==> src/rtl/core/scd_ram.sv <==
module scd_ram #(
    parameter int WIDTH = 64,
    parameter int DEPTH = 8
) (
    input  logic                     aclk,
    input  logic                     we,
    input  logic [$clog2(DEPTH)-1:0] waddr,
    input  logic [WIDTH-1:0]         wdata,
    input  logic [$clog2(DEPTH)-1:0] raddr,
    output logic [WIDTH-1:0]         rdata
);
    logic [WIDTH-1:0] mem [DEPTH];

    always_ff @(posedge aclk) begin
        if (we) begin
            mem[waddr] <= wdata;
        end
        rdata <= mem[raddr];
    end
endmodule

==> config.mk <==
export PLATFORM = sky130hd
export DESIGN_NAME = scd_ram
export DESIGN_NICKNAME = d
export VERILOG_FILES = /design/src/rtl/core/scd_ram.sv
export SDC_FILE = /design/constraint.sdc
export NUM_CORES = 1
export LEC_CHECK = 0
export BUFFER_PORTS_ARGS = -buffer_cell sky130_fd_sc_hd__buf_2
export CAP_MARGIN = 20
export CORE_ASPECT_RATIO = 1.1
export CORE_MARGIN = 2
export CORE_UTILIZATION = 55
export DETAILED_ROUTE_END_ITERATION = 16
export GPL_TIMING_DRIVEN = 0
export MAX_ROUTING_LAYER = met4
export PLACE_DENSITY_LB_ADDON = 0.1
export SETUP_SLACK_MARGIN = 0.02
export SLEW_MARGIN = 20
export SYNTH_ARGS = -nofsm -noshare
export SYNTH_HDL_FRONTEND = slang
export SYNTH_SLANG_ARGS = --single-unit
==> constraint.sdc <==
create_clock -name aclk -period 7.72 [get_ports aclk]
set_input_delay 1.158 -clock aclk [delete_from_list [all_inputs] [get_ports aclk]]
set_output_delay 1.158 -clock aclk [all_outputs]
set_load 0.01 [all_outputs]
==> results.cfg <==
[die]
die_area_um2 = 38900
rows = 74
die_y_um = 207
die_width_um = 188
io_pins = 136
coreArea_um2 = 36900
initial_core_util_pct = 55.6

[global_route]
grt_pass1_vias = 9309
grt_max_degree = 21
gr-usage-all-layers_pct = 20.8
grt_overflow = 0
grt_pass1_wl_mm = 57.5
antenna_found_initial = 4

[clock_tree]
htreeDepth = 2
clk_pin_slew_worst_paths_ps = 60
clock_latency_ps = 570
cts_sinks = 576
ctsResizeCount = 0
cts.path.max_buffers = 3
root_buffer = clkbuf_16
cts_setup_buffers = 0
cts_buffers = 54
cts_tree = built
cts.hold.buffers_added = 0

[sta]
report.final.slew_viol_count = 0
hold_viol_final = 0
period_minus_slack_ps = 2820
setup_violations = 0
skew_ps = 8.78
whs_ps = 678
worst_pin_slew_ps = 907
fin_crit_sh_pct = 36.6
max_clock_freq_mhz = 354
finalSetupTns_ps = 0
rsz0062_at_grt = false
maxSlewHeadroom_pct = 39.6

[detailed_routing]
routed_via_density = 5.64
drt_iter0_drc = 750
post-route-drc-count = 0
drt-total-wl_mm = 38.4
dr.pass1.iters = 5
ant_nets = 0
vias = 8958
wl_per_cell_um = 24.2

[layout]
layout_common_cells = 512 x edfxtp_1, 135 x buf_2, 128 x mux4_2, 64 x mux2_2, 64 x dfxtp_1
nets = 1117
drive_gt1_share_pct = 43.2
final_common_cell = edfxtp_1
final_util_pct = 66.1
fin_area_um2 = 24400
area_delta_synth_final_pct = 18.8

[synth]
ys_warn_count = 0
synth_cell_types = 13
ys_seq_area_share_pct = 81.1
ys_ff_latch = 576
synthesis.instances = 816
syn_avg_cell_area_um2 = 25.2
syn-num-nets = 888
synth_area_um2 = 20500

[place]
io_buffers = 132
place_area_um2 = 22600
dp_hpwl_mm = 23.5
gp_congestion = 0.679

[hold_path]
holdPathStages = 2
hold_path.class = reg2reg
holdPathEnd = rdata[12]$_DFF_P_
hold_start = mem[6][12]$_DFFE_PP_

[critical_path]
reg2reg_slack_ps = 6420
worst-path-max-fanout = 7
rr_startpoint = mem[5][34]$_DFFE_PP_
worst-endpoint-required_ps = 7990
crit_type = in2reg
cp-start-kind = input port
worst_r2r_path_depth = 2
cp.arrival_ps = 3100
crit_path_end_kind = flip-flop
crit-reg2reg-capture = rdata[34]$_DFF_P_

[power_and_ir_drop]
power.leakage_nw = 8.13
ir_drop_mv = 0.190
pwr_density_cell_nw_per_um2 = 271

[flow_run]
cap_viol_max_count = 0

[run_status]
status = completed
power breakdown:
part	internal [mW]	switching (mW)
Combinational	0.177	0.184
Sequential	3.52	0.0316
Clock	1.60	1.10
logic make-up (layout without fill, tap and decap cells):
logic type | Yosys count | in the layout | share of synthesized area, %
mux | 192 | 192 | 17.5
simple gates | 13 | 13 | 0.286
other cells | 0 | 4 | 0
flops | 576 | 576 | 81.1
buf+inv | 35 | 308 | 1.11
state kept, by name, indices dropped and copies added, names as in the netlist:
signal  flops
mem       512
rdata      64
metrics by stage:
step	instances	power [mW]	worst slack [ps]
after detailed placement	1483	3.99	4310
after CTS	1583	6.66	4910
after floorplan	816	3.82	1470
after global routing	1587	6.81	4820
after global placement	1442	3.97	-3320
final	1587	6.61	4900
layout make-up:
type / instances / area, µm²
antenna: 4 / 10.0
buffer: 35 / 229
clock buffer: 77 / 1520
clock inverter: 23 / 297
fill: 2391 / 12500
multi-input combinational: 205 / 3720
sequential: 576 / 16700
tap: 494 / 618
timing repair buffer: 173 / 1360
synthesized netlist by cell type:
| library cell | count | area [µm²] |
|---|---|---|
| buf_1 | 9 | 33.8 |
| buf_2 | 3 | 15.0 |
| buf_4 | 3 | 22.5 |
| buf_6 | 11 | 124 |
| clkbuf_1 | 9 | 33.8 |
| dfxtp_1 | 64 | 1280 |
| edfxtp_1 | 512 | 15400 |
| mux2_2 | 64 | 721 |
| mux4_2 | 128 | 2880 |
| nand2_1 | 2 | 7.51 |
| nand2b_1 | 3 | 18.8 |
| nor2_1 | 6 | 22.5 |
| nor3_1 | 2 | 10.0 |
critical path, stage by stage:
cell and delay, ps:
buf_2 100, nand2b_1 280, nor3_2 580, buf_6 240, buf_6 160, buf_4 200, buf_6 170, buf_4 200
metal layers:
layer | vias to the layer above | GRT usage [%] | share of wire [%]
met2 | 225 | 33.1 | 49
met3 | 53 | 3.60 | 4.7
li1 | 3918 | - | -
met1 | 4762 | 28.5 | 44
met5 | - | - | 0
met4 | 0 | 5.72 | 1.9
worst max-delay path by stage:
| stage | start | endpoint | slack [ps] | cells after the start |
|---|---|---|---|---|
| 4_1_cts | waddr[2] | mem[0][59]$_DFFE_PP_ | 4910 | 8 |
| 6_report | waddr[2] | mem[0][2]$_DFFE_PP_ | 4900 | 8 |
| 2_1_floorplan | waddr[2] | mem[0][0]$_DFFE_PP_ | 1470 | 2 |
| 3_3_place_gp | waddr[2] | mem[0][11]$_DFFE_PP_ | -3320 | 3 |
| 3_5_place_dp | waddr[2] | mem[0][12]$_DFFE_PP_ | 4310 | 8 |
| 5_1_grt | waddr[2] | mem[0][59]$_DFFE_PP_ | 4820 | 8 |
Note: power is estimated with default switching activity, not from simulation.
