==> src/rtl/core/scd_pkg.sv <==
package scd_pkg;

    localparam int SEED_WORDS = 8;

    typedef enum logic [1:0] {
        OP_LOAD = 2'd0,
        OP_FINISH = 2'd1,
        OP_MIX = 2'd2,
        OP_GEN = 2'd3
    } op_t;

    typedef enum logic [1:0] {
        MSG_SEED = 2'd0,
        MSG_MIX = 2'd1,
        MSG_BLK = 2'd2,
        MSG_STATE = 2'd3
    } msg_t;

    // sequencer states of the top level
    typedef enum logic [2:0] {
        ST_CLR, ST_IDLE, ST_READ, ST_HASH, ST_OUT
    } st_t;

    // request from sequencer to round unit
    typedef struct packed {
        logic         start;
        logic         first;
        logic [511:0] block;
    } cmp_req_t;

    typedef struct packed {
        logic         done;
        logic [255:0] digest;
    } cmp_rsp_t;

    localparam logic [255:0] SHA_IV = {
        32'h6a09e667, 32'hbb67ae85, 32'h3c6ef372, 32'ha54ff53a,
        32'h510e527f, 32'h9b05688c, 32'h1f83d9ab, 32'h5be0cd19};

    function automatic logic [31:0] round_k(input logic [5:0] i);
        logic [31:0] k [64];
        k = '{
            32'h428a2f98, 32'h71374491, 32'hb5c0fbcf, 32'he9b5dba5, 32'h3956c25b,
            32'h59f111f1, 32'h923f82a4, 32'hab1c5ed5, 32'hd807aa98, 32'h12835b01,
            32'h243185be, 32'h550c7dc3, 32'h72be5d74, 32'h80deb1fe, 32'h9bdc06a7,
            32'hc19bf174, 32'he49b69c1, 32'hefbe4786, 32'h0fc19dc6, 32'h240ca1cc,
            32'h2de92c6f, 32'h4a7484aa, 32'h5cb0a9dc, 32'h76f988da, 32'h983e5152,
            32'ha831c66d, 32'hb00327c8, 32'hbf597fc7, 32'hc6e00bf3, 32'hd5a79147,
            32'h06ca6351, 32'h14292967, 32'h27b70a85, 32'h2e1b2138, 32'h4d2c6dfc,
            32'h53380d13, 32'h650a7354, 32'h766a0abb, 32'h81c2c92e, 32'h92722c85,
            32'ha2bfe8a1, 32'ha81a664b, 32'hc24b8b70, 32'hc76c51a3, 32'hd192e819,
            32'hd6990624, 32'hf40e3585, 32'h106aa070, 32'h19a4c116, 32'h1e376c08,
            32'h2748774c, 32'h34b0bcb5, 32'h391c0cb3, 32'h4ed8aa4a, 32'h5b9cca4f,
            32'h682e6ff3, 32'h748f82ee, 32'h78a5636f, 32'h84c87814, 32'h8cc70208,
            32'h90befffa, 32'ha4506ceb, 32'hbef9a3f7, 32'hc67178f2};
        return k[i];
    endfunction

    function automatic logic [31:0] ror(input logic [31:0] x, input int n);
        return (x >> n) | (x << (32 - n));
    endfunction

    function automatic logic [63:0] bswap64(input logic [63:0] x);
        logic [63:0] r;
        for (int i = 0; i < 8; i++) begin
            r[8*i +: 8] = x[56 - 8*i +: 8];
        end
        return r;
    endfunction

endpackage

==> src/rtl/core/scd_round.sv <==
// One SHA-256 round per cycle, 16-word schedule window.
module scd_round (
    input  logic              aclk,
    input  logic              aresetn,
    input  scd_pkg::cmp_req_t req,
    output scd_pkg::cmp_rsp_t rsp
);
    import scd_pkg::*;

    logic [31:0] w_reg [16];
    logic [31:0] v_reg [8];
    logic [255:0] h_reg;
    logic [5:0] rnd_reg;
    logic busy_reg, done_reg;
    logic [31:0] s0, s1, wn, e1, ch, a0, mj, t1, t2;

    always_comb begin
        s0 = ror(w_reg[1], 7) ^ ror(w_reg[1], 18) ^ (w_reg[1] >> 3);
        s1 = ror(w_reg[14], 17) ^ ror(w_reg[14], 19) ^ (w_reg[14] >> 10);
        wn = w_reg[0] + s0 + w_reg[9] + s1;
        e1 = ror(v_reg[4], 6) ^ ror(v_reg[4], 11) ^ ror(v_reg[4], 25);
        ch = (v_reg[4] & v_reg[5]) ^ (~v_reg[4] & v_reg[6]);
        t1 = v_reg[7] + e1 + ch + round_k(rnd_reg) + w_reg[0];
        a0 = ror(v_reg[0], 2) ^ ror(v_reg[0], 13) ^ ror(v_reg[0], 22);
        mj = (v_reg[0] & v_reg[1]) ^ (v_reg[0] & v_reg[2]) ^ (v_reg[1] & v_reg[2]);
        t2 = a0 + mj;
    end

    always_ff @(posedge aclk) begin
        if (!aresetn) begin
            busy_reg <= 1'b0;
            done_reg <= 1'b0;
            rnd_reg  <= '0;
        end else begin
            done_reg <= 1'b0;
            if (req.start) begin
                busy_reg <= 1'b1;
                rnd_reg  <= '0;
                h_reg    <= req.first ? SHA_IV : h_reg;
                for (int i = 0; i < 16; i++) begin
                    w_reg[i] <= req.block[511 - 32*i -: 32];
                end
                for (int i = 0; i < 8; i++) begin
                    v_reg[i] <= req.first ? SHA_IV[255 - 32*i -: 32]
                                          : h_reg[255 - 32*i -: 32];
                end
            end else if (busy_reg) begin
                for (int i = 0; i < 15; i++) begin
                    w_reg[i] <= w_reg[i+1];
                end
                w_reg[15] <= wn;
                v_reg[7] <= v_reg[6];
                v_reg[6] <= v_reg[5];
                v_reg[5] <= v_reg[4];
                v_reg[4] <= v_reg[3] + t1;
                v_reg[3] <= v_reg[2];
                v_reg[2] <= v_reg[1];
                v_reg[1] <= v_reg[0];
                v_reg[0] <= t1 + t2;
                rnd_reg <= rnd_reg + 6'd1;
                if (rnd_reg == 6'd63) begin
                    busy_reg <= 1'b0;
                    done_reg <= 1'b1;
                    for (int i = 0; i < 8; i++) begin
                        h_reg[255 - 32*i -: 32] <= h_reg[255 - 32*i -: 32] + (i == 0 ?
                            t1 + t2 : i == 4 ? v_reg[3] + t1 : v_reg[(i + 7) % 8]);
                    end
                end
            end
        end
    end

    assign rsp = {done_reg, h_reg};
endmodule

==> config.mk <==
export PLATFORM = sky130hd
export DESIGN_NAME = scd_round
export DESIGN_NICKNAME = d
export VERILOG_FILES = /design/src/rtl/core/scd_pkg.sv /design/src/rtl/core/scd_round.sv
export SDC_FILE = /design/constraint.sdc
export NUM_CORES = 2
export LEC_CHECK = 0
export ABC_AREA = 1
export CAP_MARGIN = 20
export CORE_MARGIN = 2
export CORE_UTILIZATION = 50
export DETAILED_ROUTE_END_ITERATION = 8
export DONT_BUFFER_PORTS = 1
export PLACE_DENSITY = 0.62
export SLEW_MARGIN = 20
export SYNTH_ARGS = -nofsm -noshare
export SYNTH_HDL_FRONTEND = slang
export SYNTH_SLANG_ARGS = --single-unit
==> constraint.sdc <==
create_clock -name aclk -period 30.9 [get_ports aclk]
set_input_delay 4.635 -clock aclk [delete_from_list [all_inputs] [get_ports aclk]]
set_output_delay 4.635 -clock aclk [all_outputs]
set_load 0.01 [all_outputs]
==> run summary <==
final std cells w/o fill - 10382
max_cap viols - 0
Worst Path Required - 31.27 ns
via count - 61825
area of placed instances - 73640 sq um
top_reg_cell synth - edfxtp_1
number of nets in the layout - 9487
Setup-failing EPs final - 0
Yosys cell types - 68
CP most frequent cell - buf_4
Fin Setup TNS - 0 ns
TritonCTS buffer count - 114
post-layout instance area - 77310 sq um
xor and xnor area share after synthesis - 4.320%
Starting DRT DRC Count - 7492
global-route wire length before repair - 402200 um
CTS tree - done
Initial Utilization - 50.22%
fin crit period - 10.75 ns
Worst setup SP type - primary input
final wirelength - 286700 um
largest family of logic cells by synthesized area - simple AND/OR/NAND/NOR gates
sequential area share after synthesis - 42.95%
Clk Latency, worst-skew pair - 0.78 ns
Seq cells post-synth - 1032
Worst Tran Pin Value - 1.115 ns
Synth Area in Compound Gates - 13.48%
post-synth top area share - 42.72%
max_slew headroom - 25.65%
Port Buffers - 0
post-cts sizing count - 0
Post-synth top cells - nand2_1, edfxtp_1, inv_1, a21oi_1, nor2_1
Clock Skew - 0.06309 ns
Post-Synth Simple-Gate Area - 20.30%
final-report max-slew violation count - 0
unrepaired setup endpoints after global routing - false
Critical Path, Cell by Cell - inv_4 -> nand2_1 -> nor2_4 -> inv_8 -> nand2_4 -> buf_4 -> buf_16 -> buf_4 -> buf_4 -> buf_6 -> buf_12
Placer Congestion - 0.9980
Post-synth EDFFs - 1024
routed len/inst - 27.61 um
Die ar. - 147000 sq um
vias per cell - 5.955
Final ANT Viol Nets - 0
Layout area overhead - 7.416%
Ys Warns - 0
drt first pass iters - 6
# Post-CTS Setup Buffers - 0
Max FO, Critical Path - 185
clk slew on worst S/H paths - 0.06 ns
CTS root buf - clkbuf_16
CP peak stage delay - 0.91 ns
mux share of post-synthesis cell area - 0%
r2r worst-path depth - 44
Chip Width - 383.4 um
htree depth - 3
worst hold path type - flop to flop
top post-synthesis cells by area - edfxtp_1, nand2_1, ha_1, fa_1, inv_1
CP max-delay cell - buf_4
Syn Area/Cell - 8.486 sq um
status - completed
Post-CTS Hold Fix Bufs - 0
most frequent cell after synthesis - nand2_1
final hold vios - 0
placed cell count - 10163
antenna violations before repair - 16
Min-Delay Path Depth - 2
max frequency - 93.04 MHz
Fillers - 13505
critical path type - primary input to flop
mapped cell area - 71970 sq um
element type at the critical path end - flop
GRT Util Overall - 37.76%
Remaining Overflow, GRT - 0
DRC - 0
number of global-route vias before repair - 57557
Post-Synthesis Cells - 8482
Core Area - 143300 sq um
ys async rst share - 0%
Clock Path Buffers - 3
Clock Sink Count - 1032
layout cells sized above 1 - 3.730%
final worst-path cycle share - 34.79%
die height - 383.4 um
Post-DP HPWL - 224800 um
Adder-Cell Fraction of Synth Area - 12.50%
max reg flops - 512
io pins - 773
row cnt - 139
Critical Path AT - 11.12 ns
Synth area leader - edfxtp_1
post-synthesis net count - 9592
hold slack - 0.5019 ns
largest net degree at the start of global routing - 215
kinds of logic (layout without fill, tap and decap cells):
family / after synthesis / count (layout)
AOI/OAI and AO/OA: 1668 / 1668
xor gates and xnor gates: 355 / 355
adders and majority gates: 604 / 604
buffers and inverters: 1195 / 1184
DFF: 1032 / 1032
other: 0 / 8
and+or+nand+nor: 3628 / 3628
area by class of cell:
class / instances / area (sq um) / share of cell area [%]
antenna: 8 / 20.02 / 0.02589
clock buffer: 135 / 2932 / 3.792
clock inverter: 75 / 685.7 / 0.8869
inverter: 928 / 3506 / 4.535
multi-input combinational: 6255 / 36460 / 47.16
sequential: 1032 / 30910 / 39.98
tap: 1903 / 2381 / 3.080
timing repair buffer: 46 / 419.2 / 0.5422
cell usage in the layout, fill, tap and decap left out, types with 61 or more instances in the layout:
cell,Yosys,final
a31oi_1,68,68
nor3_1,82,82
a21oi_1,649,649
nand2_1,2544,2542
nand3_1,282,282
xor2_1,198,198
edfxtp_1,1024,1024
o22a_1,61,61
clkbuf_16,0,114
fa_1,195,195
a21o_1,64,64
inv_1,916,915
nor2_1,536,535
xnor2_1,157,157
o21ai_0,516,515
ha_1,399,399
stage by stage:
| step | setup slack (ns) | utilization, % |
|---|---|---|
| floorplan | 6.198 | - |
| detailed placement | 18.95 | 51.39 |
| CTS | 19.75 | 53.91 |
| global placement | 19.08 | 51.39 |
| global route | 19.60 | 53.94 |
| finish | 20.15 | 53.95 |
per-layer routing:
layer,GRT usage (%),vias to the layer above,wire length (um)
met1,52.50,29696,118800
met5,0,-,118
met3,9.470,594,29930
met2,56.19,3148,123600
li1,-,28369,-
met4,15.77,18,14200
worst paths after layout:
kind	startpoint	to	slack (ns)
setup / recovery	req[513]	w_reg[0][92]	20.15
hold reg to reg	w_reg[0][398]	w_reg[0][366]	0.50
setup reg to reg	rnd_reg[0]	h_reg[127]	20.26
hold / removal	w_reg[0][398]	w_reg[0][366]	0.50
worst max-delay path, delay by kind of cell:
family                 cells  cell delay, ns
buffers and inverters      8            4.56
and+or+nand+nor            3            1.37
Power is not shown: default switching activity piles up to over one toggle a cycle in this logic, so the estimate is an artifact.
